[src/design/ilsp_pkg.sv]
package ilsp_pkg;

  localparam int TIME_BITS  = 48;
  localparam int DELAY_BITS = 32;
  localparam int WAIT_BITS  = 32;
  localparam int ADDR_BITS  = 5;
  localparam int REG_BITS   = 3;

  typedef logic [TIME_BITS-1:0]  tstamp_t;
  typedef logic [DELAY_BITS-1:0] delay_t;

  localparam logic [3:0] OP_TICK      = 4'd0;
  localparam logic [3:0] OP_ACTIVITY  = 4'd1;
  localparam logic [3:0] OP_EXT_POWER = 4'd2;
  localparam logic [3:0] OP_LOCK      = 4'd3;
  localparam logic [3:0] OP_UNLOCK    = 4'd4;
  localparam logic [3:0] OP_SHUT_FAIL = 4'd5;
  localparam logic [3:0] OP_SUSP_FAIL = 4'd6;
  localparam logic [3:0] OP_CANCEL    = 4'd7;
  localparam logic [3:0] OP_UNAVAIL   = 4'd8;
  localparam logic [3:0] OP_RESTORE   = 4'd9;
  localparam logic [3:0] OP_RESUMED   = 4'd10;
  localparam logic [3:0] OP_WAKE      = 4'd11;
  localparam logic [3:0] OP_QUERY     = 4'd12;
  localparam logic [3:0] OP_INIT      = 4'd13;

  localparam logic [1:0] MODE_ACTIVE  = 2'd0;
  localparam logic [1:0] MODE_LOCKED  = 2'd1;
  localparam logic [1:0] MODE_SUSPEND = 2'd2;

  localparam logic [1:0] ACT_NONE     = 2'd0;
  localparam logic [1:0] ACT_LOCK     = 2'd1;
  localparam logic [1:0] ACT_SUSPEND  = 2'd2;
  localparam logic [1:0] ACT_SHUTDOWN = 2'd3;

  localparam logic [REG_BITS-1:0] REG_IDLE     = 3'd0;
  localparam logic [REG_BITS-1:0] REG_SUSP     = 3'd1;
  localparam logic [REG_BITS-1:0] REG_SHUT     = 3'd2;
  localparam logic [REG_BITS-1:0] REG_SOL      = 3'd3;
  localparam logic [REG_BITS-1:0] REG_UNPLUG   = 3'd4;
  localparam logic [REG_BITS-1:0] REG_RETRY    = 3'd5;
  localparam logic [REG_BITS-1:0] REG_RESUME   = 3'd6;

  localparam delay_t RST_IDLE   = 32'd60000;
  localparam delay_t RST_SUSP   = 32'd20000;
  localparam delay_t RST_SHUT   = 32'd0;
  localparam logic   RST_SOL    = 1'b0;
  localparam delay_t RST_UNPLUG = 32'd10000;
  localparam delay_t RST_RETRY  = 32'd5000;
  localparam delay_t RST_RESUME = 32'd20000;

  localparam logic signed [WAIT_BITS-1:0] WAIT_NONE = -32'sd1;

  typedef struct packed {
    delay_t idle_timeout_ms;
    delay_t suspend_after_lock_ms;
    delay_t shutdown_after_lock_ms;
    logic   suspend_on_lock_enable;
    delay_t unplug_guard_ms;
    delay_t retry_delay_ms;
    delay_t resume_guard_ms;
  } cfg_t;

  typedef struct packed {
    logic    valid;
    tstamp_t t;
  } mark_t;

  typedef struct packed {
    logic [1:0] mode;
    tstamp_t    last_act;
    mark_t      lock;
    mark_t      unplug;
    mark_t      susp_retry;
    mark_t      shut_retry;
    logic       ext_known;
    logic       ext_online;
    logic       blocked;
    logic       wake_suppress;
  } state_t;

  localparam state_t STATE_RESET = '{
    mode: MODE_ACTIVE, last_act: '0, lock: '0, unplug: '0, susp_retry: '0,
    shut_retry: '0, ext_known: 1'b0, ext_online: 1'b0, blocked: 1'b0,
    wake_suppress: 1'b0};

  typedef struct packed {
    logic [3:0] opcode;
    tstamp_t    now_ms;
    logic       power_known;
    logic       power_online;
    logic       key_pressed;
  } req_t;

  typedef struct packed {
    logic [1:0]                   action;
    logic                         accepted;
    logic signed [WAIT_BITS-1:0]  wait_ms;
    logic [1:0]                   mode;
  } rsp_t;

endpackage

[src/design/ilsp_if.sv]
interface ilsp_req_if;
  logic                 valid;
  logic                 ready;
  logic [3:0]           opcode;
  ilsp_pkg::tstamp_t    now_ms;
  logic                 power_known;
  logic                 power_online;
  logic                 key_pressed;

  modport source (output valid, opcode, now_ms, power_known, power_online, key_pressed,
                  input ready);
  modport sink (input valid, opcode, now_ms, power_known, power_online, key_pressed,
                output ready);
endinterface

interface ilsp_rsp_if;
  logic                                      valid;
  logic                                      ready;
  logic [1:0]                                action;
  logic                                      accepted;
  logic signed [ilsp_pkg::WAIT_BITS-1:0]     wait_ms;
  logic [1:0]                                mode;

  modport source (output valid, action, accepted, wait_ms, mode, input ready);
  modport sink (input valid, action, accepted, wait_ms, mode, output ready);
endinterface

[src/design/ilsp_cfg.sv]
module ilsp_cfg (
  input  logic                               clk,
  input  logic                               rst,
  input  logic                               psel,
  input  logic                               penable,
  input  logic                               pwrite,
  input  logic [ilsp_pkg::ADDR_BITS-1:0]     paddr,
  input  logic [31:0]                        pwdata,
  output logic [31:0]                        prdata,
  output logic                               pready,
  output ilsp_pkg::cfg_t                     cfg
);

  logic [ilsp_pkg::REG_BITS-1:0] idx;
  logic                          wr;

  assign idx    = paddr[ilsp_pkg::ADDR_BITS-1:2];
  assign wr     = psel & penable & pwrite;
  assign pready = 1'b1;

  always_ff @(posedge clk) begin
    if (rst) begin
      cfg.idle_timeout_ms        <= ilsp_pkg::RST_IDLE;
      cfg.suspend_after_lock_ms  <= ilsp_pkg::RST_SUSP;
      cfg.shutdown_after_lock_ms <= ilsp_pkg::RST_SHUT;
      cfg.suspend_on_lock_enable <= ilsp_pkg::RST_SOL;
      cfg.unplug_guard_ms        <= ilsp_pkg::RST_UNPLUG;
      cfg.retry_delay_ms         <= ilsp_pkg::RST_RETRY;
      cfg.resume_guard_ms        <= ilsp_pkg::RST_RESUME;
    end else if (wr) begin
      unique case (idx)
        ilsp_pkg::REG_IDLE:   cfg.idle_timeout_ms        <= pwdata;
        ilsp_pkg::REG_SUSP:   cfg.suspend_after_lock_ms  <= pwdata;
        ilsp_pkg::REG_SHUT:   cfg.shutdown_after_lock_ms <= pwdata;
        ilsp_pkg::REG_SOL:    cfg.suspend_on_lock_enable <= pwdata[0];
        ilsp_pkg::REG_UNPLUG: cfg.unplug_guard_ms        <= pwdata;
        ilsp_pkg::REG_RETRY:  cfg.retry_delay_ms         <= pwdata;
        ilsp_pkg::REG_RESUME: cfg.resume_guard_ms        <= pwdata;
        default: ;
      endcase
    end
  end

  always_comb begin
    unique case (idx)
      ilsp_pkg::REG_IDLE:   prdata = cfg.idle_timeout_ms;
      ilsp_pkg::REG_SUSP:   prdata = cfg.suspend_after_lock_ms;
      ilsp_pkg::REG_SHUT:   prdata = cfg.shutdown_after_lock_ms;
      ilsp_pkg::REG_SOL:    prdata = {31'd0, cfg.suspend_on_lock_enable};
      ilsp_pkg::REG_UNPLUG: prdata = cfg.unplug_guard_ms;
      ilsp_pkg::REG_RETRY:  prdata = cfg.retry_delay_ms;
      ilsp_pkg::REG_RESUME: prdata = cfg.resume_guard_ms;
      default:              prdata = '0;
    endcase
  end

endmodule

[src/design/ilsp_eval.sv]
module ilsp_eval (
  input  ilsp_pkg::cfg_t   cfg,
  input  ilsp_pkg::state_t st,
  input  ilsp_pkg::req_t   item,
  output ilsp_pkg::state_t st_next,
  output ilsp_pkg::rsp_t   res
);

  localparam int TB = ilsp_pkg::TIME_BITS;
  localparam int WB = ilsp_pkg::WAIT_BITS - 1;

  function automatic ilsp_pkg::tstamp_t sat_add(ilsp_pkg::tstamp_t a, ilsp_pkg::delay_t d);
    logic [TB:0] s;
    s = {1'b0, a} + {{(TB + 1 - ilsp_pkg::DELAY_BITS){1'b0}}, d};
    return s[TB] ? '1 : s[TB-1:0];
  endfunction

  function automatic ilsp_pkg::tstamp_t tmax(ilsp_pkg::tstamp_t a, ilsp_pkg::tstamp_t b);
    return (a > b) ? a : b;
  endfunction

  function automatic logic [WB-1:0] wait_for(ilsp_pkg::tstamp_t d, ilsp_pkg::tstamp_t now);
    ilsp_pkg::tstamp_t r;
    r = d - now;
    if (d <= now) return '0;
    if (|r[TB-1:WB]) return '1;
    return r[WB-1:0];
  endfunction

  ilsp_pkg::tstamp_t now;
  logic              offline_now;
  logic              off_ok, lock_ok, sh_ok, su_ok;
  ilsp_pkg::tstamp_t guard_end, lock_d, sh_d, su_d, su_base, new_d;
  ilsp_pkg::delay_t  dsel;
  logic              raise_hit;
  logic [WB-1:0]     w_lock, w_sh, w_su, best;
  logic              found;

  assign now         = item.now_ms;
  assign offline_now = st.ext_known & ~st.ext_online;

  assign off_ok    = offline_now & st.unplug.valid;
  assign guard_end = sat_add(st.unplug.t, cfg.unplug_guard_ms);

  assign lock_ok = (st.mode == ilsp_pkg::MODE_ACTIVE) & (cfg.idle_timeout_ms != '0) & offline_now;
  assign lock_d  = sat_add(st.last_act, cfg.idle_timeout_ms);

  assign sh_ok = (cfg.shutdown_after_lock_ms != '0) & (st.mode == ilsp_pkg::MODE_LOCKED) &
                 st.lock.valid & off_ok;
  assign sh_d  = tmax(tmax(sat_add(st.lock.t, cfg.shutdown_after_lock_ms), guard_end),
                      st.shut_retry.valid ? st.shut_retry.t : '0);

  assign su_ok   = (st.mode == ilsp_pkg::MODE_LOCKED) & ~st.blocked &
                   ((cfg.suspend_after_lock_ms != '0) | cfg.suspend_on_lock_enable) &
                   (cfg.shutdown_after_lock_ms == '0) & off_ok;
  assign su_base = st.lock.valid ? sat_add(st.lock.t, cfg.suspend_after_lock_ms) : '0;
  assign su_d    = tmax(tmax(su_base, guard_end),
                        st.susp_retry.valid ? st.susp_retry.t : '0);

  always_comb begin
    unique case (item.opcode)
      ilsp_pkg::OP_EXT_POWER: dsel = cfg.idle_timeout_ms;
      ilsp_pkg::OP_RESUMED:   dsel = cfg.resume_guard_ms;
      default:                dsel = cfg.retry_delay_ms;
    endcase
  end

  assign new_d     = sat_add(now, dsel);
  assign raise_hit = ~st.susp_retry.valid | (new_d > st.susp_retry.t);

  assign w_lock = wait_for(lock_d, now);
  assign w_sh   = wait_for(sh_d, now);
  assign w_su   = wait_for(su_d, now);

  always_comb begin
    found = lock_ok;
    best  = w_lock;
    if (sh_ok && (!found || w_sh < best)) begin
      found = 1'b1;
      best  = w_sh;
    end
    if (su_ok && (!found || w_su < best)) begin
      found = 1'b1;
      best  = w_su;
    end
  end

  always_comb begin
    st_next      = st;
    res.action   = ilsp_pkg::ACT_NONE;
    res.accepted = 1'b0;
    res.wait_ms  = '0;
    unique case (item.opcode)
      ilsp_pkg::OP_TICK: begin
        priority if (sh_ok && now >= sh_d) begin
          st_next.shut_retry = '{valid: 1'b1, t: new_d};
          res.action         = ilsp_pkg::ACT_SHUTDOWN;
        end else if (lock_ok && now >= lock_d) begin
          st_next.mode             = ilsp_pkg::MODE_LOCKED;
          st_next.lock             = '{valid: 1'b1, t: now};
          st_next.susp_retry.valid = 1'b0;
          st_next.shut_retry.valid = 1'b0;
          res.action               = ilsp_pkg::ACT_LOCK;
        end else if (su_ok && now >= su_d) begin
          st_next.mode = ilsp_pkg::MODE_SUSPEND;
          res.action   = ilsp_pkg::ACT_SUSPEND;
        end
      end
      ilsp_pkg::OP_ACTIVITY: begin
        if (st.mode == ilsp_pkg::MODE_ACTIVE) st_next.last_act = now;
      end
      ilsp_pkg::OP_EXT_POWER: begin
        if (item.power_known && !item.power_online && !offline_now) begin
          st_next.unplug   = '{valid: 1'b1, t: now};
          st_next.last_act = now;
          if (st.mode != ilsp_pkg::MODE_ACTIVE) begin
            st_next.lock = '{valid: 1'b1, t: now};
            if (raise_hit) st_next.susp_retry = '{valid: 1'b1, t: new_d};
          end
        end else if (!(item.power_known && !item.power_online)) begin
          st_next.unplug.valid = 1'b0;
        end
        st_next.ext_known  = item.power_known;
        st_next.ext_online = item.power_online;
      end
      ilsp_pkg::OP_LOCK: begin
        if (st.mode == ilsp_pkg::MODE_ACTIVE) begin
          st_next.mode             = ilsp_pkg::MODE_LOCKED;
          st_next.lock             = '{valid: 1'b1, t: now};
          st_next.susp_retry.valid = 1'b0;
          st_next.shut_retry.valid = 1'b0;
          res.accepted             = 1'b1;
        end
      end
      ilsp_pkg::OP_UNLOCK: begin
        if (st.mode == ilsp_pkg::MODE_LOCKED) begin
          st_next.mode             = ilsp_pkg::MODE_ACTIVE;
          st_next.last_act         = now;
          st_next.lock.valid       = 1'b0;
          st_next.susp_retry.valid = 1'b0;
          st_next.shut_retry.valid = 1'b0;
          st_next.wake_suppress    = 1'b0;
          res.accepted             = 1'b1;
        end
      end
      ilsp_pkg::OP_SHUT_FAIL: st_next.shut_retry = '{valid: 1'b1, t: new_d};
      ilsp_pkg::OP_SUSP_FAIL: begin
        st_next.mode = ilsp_pkg::MODE_LOCKED;
        if (raise_hit) st_next.susp_retry = '{valid: 1'b1, t: new_d};
      end
      ilsp_pkg::OP_CANCEL: begin
        st_next.mode             = ilsp_pkg::MODE_LOCKED;
        st_next.susp_retry.valid = 1'b0;
      end
      ilsp_pkg::OP_UNAVAIL: begin
        st_next.mode             = ilsp_pkg::MODE_LOCKED;
        st_next.susp_retry.valid = 1'b0;
        st_next.blocked          = 1'b1;
      end
      ilsp_pkg::OP_RESTORE: begin
        st_next.mode             = ilsp_pkg::MODE_LOCKED;
        st_next.lock             = '{valid: 1'b1, t: now};
        st_next.susp_retry.valid = 1'b0;
        st_next.blocked          = 1'b1;
        st_next.wake_suppress    = 1'b1;
      end
      ilsp_pkg::OP_RESUMED: begin
        st_next.mode = ilsp_pkg::MODE_LOCKED;
        st_next.lock = '{valid: 1'b1, t: now};
        if (cfg.suspend_on_lock_enable && raise_hit)
          st_next.susp_retry = '{valid: 1'b1, t: new_d};
        st_next.blocked       = 1'b0;
        st_next.wake_suppress = 1'b1;
      end
      ilsp_pkg::OP_WAKE: begin
        if (st.wake_suppress) begin
          if (!item.key_pressed) st_next.wake_suppress = 1'b0;
          res.accepted = 1'b1;
        end
      end
      ilsp_pkg::OP_QUERY: begin
        res.wait_ms = found ? signed'({1'b0, best}) : ilsp_pkg::WAIT_NONE;
      end
      ilsp_pkg::OP_INIT: begin
        st_next          = ilsp_pkg::STATE_RESET;
        st_next.last_act = now;
      end
      default: ;
    endcase
    res.mode = st_next.mode;
  end

endmodule

[src/design/idle_lock_suspend_power_policy_core.sv]
// Power-mode policy controller: active, locked and suspend-prepare modes.
// req channel: one beat per event (opcode, now_ms, power sample, wake key).
// rsp channel: one beat per event with action, accepted, wait_ms and mode.
// APB port: seven 32-bit policy registers at byte offsets 4*i; writes take
// effect at the access cycle, reads return the current value, pready is
// tied high. The user must change registers only with no event in flight; not enforced.
// A beat accepted on req is evaluated from the input register against the
// policy state, and its result loads into the result register when free.
// Throughput is one beat per cycle while rsp is not stalled; the state and
// result registers load at the same edge; the next event sees the new state.
// The longest path is the timeout query: a saturating 48+32 add, a
// three-way maximum, a subtract from now_ms and a three-way minimum.
// Reset (synchronous, active high) empties both stages, sets mode active,
// clears all stamps and flags and loads the default register values.
// A stalled rsp holds its beat; the input register then holds too, and req
// stays ready only while that input register is empty.
module idle_lock_suspend_power_policy_core (
  input  logic                               clk,
  input  logic                               rst,
  ilsp_req_if.sink                           req,
  ilsp_rsp_if.source                         rsp,
  input  logic                               psel,
  input  logic                               penable,
  input  logic                               pwrite,
  input  logic [ilsp_pkg::ADDR_BITS-1:0]     paddr,
  input  logic [31:0]                        pwdata,
  output logic [31:0]                        prdata,
  output logic                               pready
);

  ilsp_pkg::cfg_t   cfg;
  ilsp_pkg::state_t st, st_next;
  ilsp_pkg::req_t   s1_req;
  ilsp_pkg::rsp_t   res, out_rsp;
  logic             s1_valid;
  logic             out_valid;
  logic             out_free;
  logic             s1_move;

  ilsp_cfg u_cfg (
    .clk     (clk),
    .rst     (rst),
    .psel    (psel),
    .penable (penable),
    .pwrite  (pwrite),
    .paddr   (paddr),
    .pwdata  (pwdata),
    .prdata  (prdata),
    .pready  (pready),
    .cfg     (cfg)
  );

  ilsp_eval u_eval (
    .cfg     (cfg),
    .st      (st),
    .item    (s1_req),
    .st_next (st_next),
    .res     (res)
  );

  assign out_free  = ~out_valid | rsp.ready;
  assign s1_move   = s1_valid & out_free;
  assign req.ready = ~s1_valid | out_free;

  always_ff @(posedge clk) begin
    if (rst) begin
      s1_valid  <= 1'b0;
      out_valid <= 1'b0;
      st        <= ilsp_pkg::STATE_RESET;
    end else begin
      if (req.ready) s1_valid <= req.valid;
      if (out_free) out_valid <= s1_valid;
      if (s1_move) st <= st_next;
    end
  end

  always_ff @(posedge clk) begin
    if (req.valid && req.ready) begin
      s1_req <= '{opcode: req.opcode, now_ms: req.now_ms, power_known: req.power_known,
                  power_online: req.power_online, key_pressed: req.key_pressed};
    end
    if (s1_move) out_rsp <= res;
  end

  assign rsp.valid    = out_valid;
  assign rsp.action   = out_rsp.action;
  assign rsp.accepted = out_rsp.accepted;
  assign rsp.wait_ms  = out_rsp.wait_ms;
  assign rsp.mode     = out_rsp.mode;

endmodule

[src/flat_wrapper.sv]
// flat-port wrapper written by rule: the top's interface ports become plain ports
module idle_lock_suspend_power_policy_core_flat 
  (clk, rst, psel, penable, pwrite, paddr, pwdata, prdata, pready, req_valid, req_opcode, req_now_ms, req_power_known, req_power_online, req_key_pressed, req_ready, rsp_valid, rsp_action, rsp_accepted, rsp_wait_ms, rsp_mode, rsp_ready);
  ilsp_req_if req_i ();
  ilsp_rsp_if rsp_i ();
  input  logic clk;
  input  logic rst;
  input  logic psel;
  input  logic penable;
  input  logic pwrite;
  input  logic [ilsp_pkg::ADDR_BITS-1:0] paddr;
  input  logic [31:0] pwdata;
  output logic [31:0] prdata;
  output logic pready;
  input wire logic [$bits(req_i.valid)-1:0] req_valid;
  input wire logic [$bits(req_i.opcode)-1:0] req_opcode;
  input wire logic [$bits(req_i.now_ms)-1:0] req_now_ms;
  input wire logic [$bits(req_i.power_known)-1:0] req_power_known;
  input wire logic [$bits(req_i.power_online)-1:0] req_power_online;
  input wire logic [$bits(req_i.key_pressed)-1:0] req_key_pressed;
  output wire logic [$bits(req_i.ready)-1:0] req_ready;
  output wire logic [$bits(rsp_i.valid)-1:0] rsp_valid;
  output wire logic [$bits(rsp_i.action)-1:0] rsp_action;
  output wire logic [$bits(rsp_i.accepted)-1:0] rsp_accepted;
  output wire logic [$bits(rsp_i.wait_ms)-1:0] rsp_wait_ms;
  output wire logic [$bits(rsp_i.mode)-1:0] rsp_mode;
  input wire logic [$bits(rsp_i.ready)-1:0] rsp_ready;
  assign req_i.valid = req_valid;
  assign req_i.opcode = req_opcode;
  assign req_i.now_ms = req_now_ms;
  assign req_i.power_known = req_power_known;
  assign req_i.power_online = req_power_online;
  assign req_i.key_pressed = req_key_pressed;
  assign req_ready = req_i.ready;
  assign rsp_valid = rsp_i.valid;
  assign rsp_action = rsp_i.action;
  assign rsp_accepted = rsp_i.accepted;
  assign rsp_wait_ms = rsp_i.wait_ms;
  assign rsp_mode = rsp_i.mode;
  assign rsp_i.ready = rsp_ready;
  idle_lock_suspend_power_policy_core u_core (.clk(clk), .rst(rst), .req(req_i), .rsp(rsp_i), .psel(psel), .penable(penable), .pwrite(pwrite), .paddr(paddr), .pwdata(pwdata), .prdata(prdata), .pready(pready));
endmodule
[config.mk]
export PLATFORM = sky130hd
export DESIGN_NAME = idle_lock_suspend_power_policy_core_flat
export DESIGN_NICKNAME = d
export VERILOG_FILES = /design/src/design/ilsp_pkg.sv /design/src/design/ilsp_if.sv /design/src/design/ilsp_cfg.sv /design/src/design/ilsp_eval.sv /design/src/design/idle_lock_suspend_power_policy_core.sv /design/src/flat_wrapper.sv
export SDC_FILE = /design/constraint.sdc
export NUM_CORES = 2
export LEC_CHECK = 0
export BUFFER_PORTS_ARGS = -buffer_cell sky130_fd_sc_hd__buf_2
export CORE_MARGIN = 2
export CORE_UTILIZATION = 35
export CTS_CLUSTER_DIAMETER = 150
export CTS_CLUSTER_SIZE = 24
export DETAILED_ROUTE_END_ITERATION = 10
export PLACE_DENSITY = 0.5
export SYNTH_ARGS = -nofsm -noshare
export SYNTH_HDL_FRONTEND = slang
export SYNTH_HIERARCHICAL = 1
export SYNTH_SLANG_ARGS = --single-unit
[constraint.sdc]
create_clock -name clk -period 12.07 [get_ports clk]
set_clock_uncertainty 0.15 [all_clocks]
set_input_delay 1.207 -clock clk [delete_from_list [all_inputs] [get_ports clk]]
set_output_delay 1.207 -clock clk [all_outputs]
set_load 0.02 [all_outputs]
# ---- Yosys cells after proc, flatten, opt, wreduce, memory -nomap -nowiden
# Cells that the tools add are included.
dict set report classes {
  magnitude_cmp 13
  n_mux 84
  bitwise 23
  n_eq_ne 31
  reduce_logical 60
  addsub 8
}
# operator n
set op_table {}
lappend op_table {{$mux W48} 14}
lappend op_table {{$mux W31} 14}
lappend op_table {{$pmux W48 S4} 2}
lappend op_table {{$mux W49} 7}
lappend op_table {{$add A48 B32 Y49} 5}
lappend op_table {{$gt A48 B48 Y1} 5}
lappend op_table {{$pmux W48 S5} 1}
lappend op_table {{$pmux W32 S7} 1}
lappend op_table {{$mux W97} 2}
lappend op_table {{$ge A48 B48 Y1} 3}
lappend op_table {{$le A48 B48 Y1} 3}
lappend op_table {{$pmux W48 S3} 1}
lappend op_table {{$sub A48 B48 Y48} 3}
lappend op_table {{$pmux W49 S2} 1}
lappend op_table {{$reduce_bool A32 Y1} 3}
lappend op_table {{$pmux W32 S2} 1}
lappend op_table {{$lt A31 B31 Y1} 2}
lappend op_table {{$mux W51} 1}
lappend op_table {{$reduce_or A17 Y1} 3}
lappend op_table {{$logic_not A32 Y1} 1}
lappend op_table {{$mux W32} 1}
lappend op_table {{$eq A4 B4 Y1 const B} 6}
lappend op_table {{$mux W1} 23}
lappend op_table {{$ne A2 B2 Y1 const B} 9}
lappend op_table {{other kinds (41)} 107}
dict set report word_totals {
  word_cells 251
  reg_bits 537
}

# ---- Longest topological paths before layout
dict set report logic_depth {
  ltp_word 21
  ltp_mapped 63
  depth_no_buf 58
}

# ---- Hierarchy
# The synthesis kept the hierarchy.
# mod cells_each seq_area_each_um2 area_per_inst_um2 instances
set modules_own_cells {}
lappend modules_own_cells {ilsp_eval 5235 0.0 34190.3 1}
lappend modules_own_cells {idle_lock_suspend_power_policy_core 1186 7807.5 13970.9 1}
lappend modules_own_cells {ilsp_cfg 949 3863.7 9211.3 1}

# ---- Worst setup path after synthesis
# Ideal clock, no wire load.
dict set report synth_timing {
  path_kind {reg2reg}
  start {register u_core/u_cfg/cfg[64] (netlist name)}
  end {register u_core.out_rsp, in the netlist u_core/rsp.wait_ms[3] (data pin)}
  arrival_ps 11854
  period_less_slack_ps 12259
  setup_ps 255
  required_ps 11665
  path_slack_ps -189
  stages_incl_launch_ff 58
  path_cell_list {dfxtp_1 ha_1 fa_1 a211oi_1 o21ai_0 a21o_1 a221o_1 a32oi_1 o21ai_0 nor2b_1 clkbuf_1 a2111oi_0 ha_1 nand2_1 nor3_1 and4_1 a21oi_1 o21ai_0 [22 not listed] mux2_2 ha_1 clkbuf_1 nand4_1 nor4_1 nand4_1 o32ai_1 a211oi_1 nand2b_1 a311oi_1 nand4_1 or4_1 nor4_1 and2_1 buf_2 clkbuf_1 nand2_1 and3_1}
}
dict set report synth_via {
  elab_chain_len 21
  word_cells_on_any_way 40
  classes_between {add/sub (3); order compare (8); mux (22); reduce/logical (7)}
}
# element line
set synth_lines {}
lappend synth_lines {{$add A48 B32 Y49 *} ilsp_eval.sv:14} ;# s = {1'b0, a} + {{(TB + 1 - ilsp_pkg::DELAY_BITS){1'b0}}, d};
lappend synth_lines {{$mux W48 *} ilsp_eval.sv:15} ;# return s[TB] ? '1 : s[TB-1:0];
lappend synth_lines {{$gt A48 B48 Y1} ilsp_eval.sv:19} ;# return (a > b) ? a : b;
lappend synth_lines {{$mux W48} ilsp_eval.sv:19}
lappend synth_lines {{$gt A48 B48 Y1} ilsp_eval.sv:19}
lappend synth_lines {{$mux W48} ilsp_eval.sv:19}
lappend synth_lines {{$sub A48 B48 Y48} ilsp_eval.sv:24} ;# r = d - now;
lappend synth_lines {{$reduce_or A17 Y1} ilsp_eval.sv:26} ;# if (|r[TB-1:WB]) return '1;
lappend synth_lines {{[5 not listed]} -}
lappend synth_lines {{$logic_or A1 B1 Y1} ilsp_eval.sv:78} ;# if (sh_ok && (!found || w_sh < best)) begin
lappend synth_lines {{$logic_and A1 B1 Y1} ilsp_eval.sv:78}
lappend synth_lines {{$mux W31 or $mux W1 (tied branches)} ilsp_eval.sv:78}
lappend synth_lines {{$lt A31 B31 Y1 or $logic_not A1 Y1 (tied branches)} ilsp_eval.sv:82} ;# if (su_ok && (!found || w_su < best)) begin
lappend synth_lines {{$logic_or A1 B1 Y1} ilsp_eval.sv:82}
lappend synth_lines {{$logic_and A1 B1 Y1} ilsp_eval.sv:82}
lappend synth_lines {{$mux W31 or $mux W1 (tied branches)} ilsp_eval.sv:82}
lappend synth_lines {{$mux W32 *} ilsp_eval.sv:182} ;# res.wait_ms = found ? signed'({1'b0, best}) : ilsp_pkg::WAIT_NONE;
lappend synth_lines {{end signal, assigned} idle_lock_suspend_power_policy_core.sv:82} ;# if (s1_move) out_rsp <= res;
lappend synth_lines {{end, declared} idle_lock_suspend_power_policy_core.sv:34} ;# ilsp_pkg::rsp_t res, out_rsp;
# Mark *: on every way between the ends. The rest lies on a longest branch, timed or not. The select of a mux whose other input is x is not followed.
# A chain may end at the register's enable or synchronous reset.

# ---- Worst setup path after layout
dict set report layout_timing {
  start {register u_core/st[151] (netlist name)}
  end {register u_core.out_rsp, in the netlist u_core/rsp.wait_ms[24] (data pin)}
}
dict set report layout_via {
  elab_chain_len 21
  word_cells_on_any_way 43
  classes_between {add/sub (4); order compare (8); mux (24); reduce/logical (7)}
}
# element line
set layout_lines {}
lappend layout_lines {{$add A48 B32 Y49} ilsp_eval.sv:14}
lappend layout_lines {{$mux W48} ilsp_eval.sv:15}
lappend layout_lines {{$gt A48 B48 Y1} ilsp_eval.sv:19}
lappend layout_lines {{$mux W48} ilsp_eval.sv:19}
lappend layout_lines {{$gt A48 B48 Y1} ilsp_eval.sv:19}
lappend layout_lines {{$mux W48} ilsp_eval.sv:19}
lappend layout_lines {{$sub A48 B48 Y48} ilsp_eval.sv:24}
lappend layout_lines {{$reduce_or A17 Y1} ilsp_eval.sv:26}
lappend layout_lines {{[5 not listed]} -}
lappend layout_lines {{$logic_or A1 B1 Y1} ilsp_eval.sv:78}
lappend layout_lines {{$logic_and A1 B1 Y1} ilsp_eval.sv:78}
lappend layout_lines {{$mux W31 or $mux W1 (tied branches)} ilsp_eval.sv:78}
lappend layout_lines {{$lt A31 B31 Y1 or $logic_not A1 Y1 (tied branches)} ilsp_eval.sv:82}
lappend layout_lines {{$logic_or A1 B1 Y1} ilsp_eval.sv:82}
lappend layout_lines {{$logic_and A1 B1 Y1} ilsp_eval.sv:82}
lappend layout_lines {{$mux W31 or $mux W1 (tied branches)} ilsp_eval.sv:82}
lappend layout_lines {{$mux W32 *} ilsp_eval.sv:182}
# Marked as above.

==> impl_metrics.json <==
{
  "antenna_found_initial": 34,
  "clock-root-buffer": "clkbuf_16",
  "htreeDepth": 1,
  "n_fill_cell": 16200,
  "top_usage_layer": "met2",
  "cts_tree": "built",
  "cp-start-kind": "flip-flop",
  "critPathLaunch": "u_core/st[151]",
  "drt_pass1_iterations": 6,
  "die_area_mm2": 0.1672,
  "dieWidth_um": 408.9,
  "cts_buffer_depth": 3,
  "ios": 171,
  "critPathKind": "reg2reg",
  "die_y_um": 408.9,
  "fin_ws_ns": -0.4112,
  "setup_tns_ns": -10.12,
  "final_area_mm2": 0.07608,
  "grt_pass1_wl_um": 402400,
  "grt.met1_usage_pct": 45.24,
  "syn_to_final_growth_pct": 32.60,
  "rsz0062_at_grt": "true",
  "endpoint_kind": "flip-flop",
  "crit_cells": 70,
  "synth_top_cell_by_area": "dfxtp_1",
  "grt_remaining_overflow": 0,
  "power.density_mw_per_mm2": 80.60,
  "nets": 9448,
  "synth_edf_count": 92,
  "ys.flop_type": "dfxtp_1",
  "final_cells": 11010,
  "ir_worst_vdd_v": 0.0001405,
  "worstMarginPinSlew_ns": 1.365,
  "setup_viol": 31,
  "portBuffers": 167,
  "routed_wl_um": 281200,
  "r2r-end": "u_core/rsp.wait_ms[24]",
  "place_area_mm2": 0.07063,
  "crit_path_max_fanout": 8,
  "cpPeakStageDelay_ns": 0.66,
  "synth_seq_cells": 537,
  "drc": 0,
  "cp_top_family": "buffers and inverters",
  "reg2reg_depth": 70,
  "avgViaCountPerCell": 5.719,
  "violations": "negative setup slack",
  "whs_ns": 0.3448,
  "place_hpwl_um": 225300,
  "wl_per_cell_um": 25.55,
  "synthCells": 7370,
  "fmax_mhz": 80.12,
  "grt_pass1_vias": 59660,
  "synth_top_area_share_pct": 15.53,
  "num_vias": 62940,
  "cts_buffers": 31,
  "core_mm2": 0.1628,
  "min_period_over_period_pct": 103.4,
  "utilization_pct": 46.74,
  "yosys_warnings": 6,
  "syn_area_mm2": 0.05737,
  "max_slew_margin_pct": 8.604,
  "start_util_pct": 35.25,
  "p_leak_uw": 0.03424,
  "grtUsageTotal_pct": 32.05,
  "syn_nets": 8017,
  "place_congestion": 1.009,
  "worstPathArrival_ns": 12.78,
  "avgSynthCellArea_um2": 7.785,
  "layout-drive-gt1-share_pct": 28.33,
  "std_cell_rows": 148,
  "synth_cell_type_count": 100,
  "cp.required_ns": 12.37,
  "ff2ff_setup_slack_ns": -0.41,
  "hold_violations": 0,
  "yosysSeqAreaShare_pct": 20.34,
  "met3_usage_pct": 3.533,
  "placed_cells": 10750,
  "grt_max_degree": 143,
  "reg2reg_from": "u_core/st[151]",
  "ant_nets": 0,
  "layout_commonest_cell": "buf_4",
  "min_period_ns": 12.48,
  "layout_common_cells": "buf_4, nand2b_1, nand2_1, a21oi_1, mux2i_1",
  "clock_latency_ns": 0.74,
  "maxCapViolCount": 0,
  "synthTopCellsByArea": "dfxtp_1, ha_1, mux2i_1, nand2b_1, a21oi_1",
  "path_common_cell": "buf_4",
  "ys_async_sr_fraction_pct": 0,
  "slowest_stage": "or4_4",
  "critPathCapture": "u_core/rsp.wait_ms[24]",
  "drtIter0Drc": 6236,
  "outcome": "finished, violations left",
  "hold_class": "reg2reg",
  "grtUsageMet2_pct": 50.88,
  "finalMaxSlewViolations": 0,
  "cts.reportedPaths.clkPinSlew_ns": 0.10,
  "cp_num_buf_inv": 45,
  "cts_sinks": 537
}
## layer usage
metal / vias to the layer above / routed length (um)
met5: - / 52
met4: 8 / 10030
met3: 368 / 18980
met2: 2411 / 123600
met1: 30580 / 128600
li1: 29580 / -
## worst min path at each step
stage               cells past startpoint                 start                    to  slack (ns)
floorplan                               2        u_core/st[101]        u_core/st[101]        0.30
global placement                        2  u_core/u_cfg/cfg[22]  u_core/u_cfg/cfg[22]        0.32
detailed placement                      2  u_core/u_cfg/cfg[20]  u_core/u_cfg/cfg[20]        0.33
CTS                                     2  u_core/u_cfg/cfg[12]  u_core/u_cfg/cfg[12]        0.35
global route                            2  u_core/u_cfg/cfg[21]  u_core/u_cfg/cfg[21]        0.36
finish                                  2         u_core/st[87]         u_core/st[87]        0.34
## timing repair
item                                    4_1_cts  5_1_grt
setup buffers                               134       56
hold buffers                                  0        0
resized for setup                           390      240
gates cloned                                 12        0
endpoints found under the setup margin       87       87
pin swaps                                   166      159
## Yosys cell counts, drive strengths merged, types with 21 or more instances
cell type,n
a211oi,53
a21o,212
a21oi,586
a221oi,21
a22o,96
a22oi,93
a31o,27
a31oi,47
and2,63
and3,56
buf,137
clkbuf,313
dfxtp,445
edfxtp,92
ha,540
inv,310
mux2,89
mux2i,503
nand2,566
nand2b,700
nand3,176
nand3b,40
nand4,118
nor2,454
nor2b,75
nor3,123
nor4,51
o211ai,37
o21a,100
o21ai,516
o21bai,42
o221a,31
o221ai,26
o22ai,22
o311ai,23
o31ai,36
or2,22
or3,27
xnor2,170
xor2,104
## layout make-up
type / instances / area (um2) / area share [%]
diodes: 10 / 25.02 / 0.03289
clock buffers: 40 / 850.8 / 1.118
clock inverters: 12 / 170.2 / 0.2237
inverters: 311 / 1167 / 1.534
multi-input cells: 6072 / 45130 / 59.32
flip-flops and latches: 537 / 11700 / 15.37
well taps: 2175 / 2721 / 3.577
repair buffers: 1848 / 14320 / 18.82
## cells by family (layout without fill, tap and decap cells)
family | after synthesis | in the layout | synth area share, %
adders and majority gates | 549 | 549 | 12.07
other | 1 | 11 | 0.006536
muxes | 593 | 593 | 10.56
AOI/OAI and AO/OA | 2130 | 2130 | 24.14
DFF | 537 | 537 | 20.34
buffers and inverters | 761 | 2211 | 5.644
xor gates and xnor gates | 274 | 274 | 4.183
and+or+nand+nor | 2525 | 2525 | 23.04
## power breakdown
part | switching, uW | internal (uW) | leakage (uW)
Clock | 790 | 543 | 0.000497
Sequential | 54.6 | 1850 | 0.00447
Combinational | 1650 | 1240 | 0.0293
Total | 2500 | 3640 | 0.0342
## registers in the layout, summed over array words and instances, names as in the netlist
name,flops
u_core/st,250
u_core/u_cfg/cfg,193
u_core/s1_req,55
u_core/rsp.wait_ms,32
u_core/rsp.action,2
u_core/rsp.mode,2
u_core/rsp.accepted,1
u_core/rsp.valid,1
u_core/s1_valid,1
## worst register-to-register path, delay by kind of cell (launching register included)
family                     cells  cell delay [ns]
AOI/OAI and AO/OA             17             3.54
and+or+nand+nor                5             1.67
DFF                            1             0.34
buffers and inverters         45             5.61
adders and majority gates      3             0.91
## metrics by stage
stage | setup WS [ns] | total power (uW)
final | -0.4112 | 6132
after detailed placement | -1.659 | 4454
after CTS | -0.2125 | 6031
after global routing | -0.7164 | 6381
after global placement | -1.475 | 4445
after floorplan | 0.01156 | 3240
Note: power is estimated with default switching activity, not from simulation.
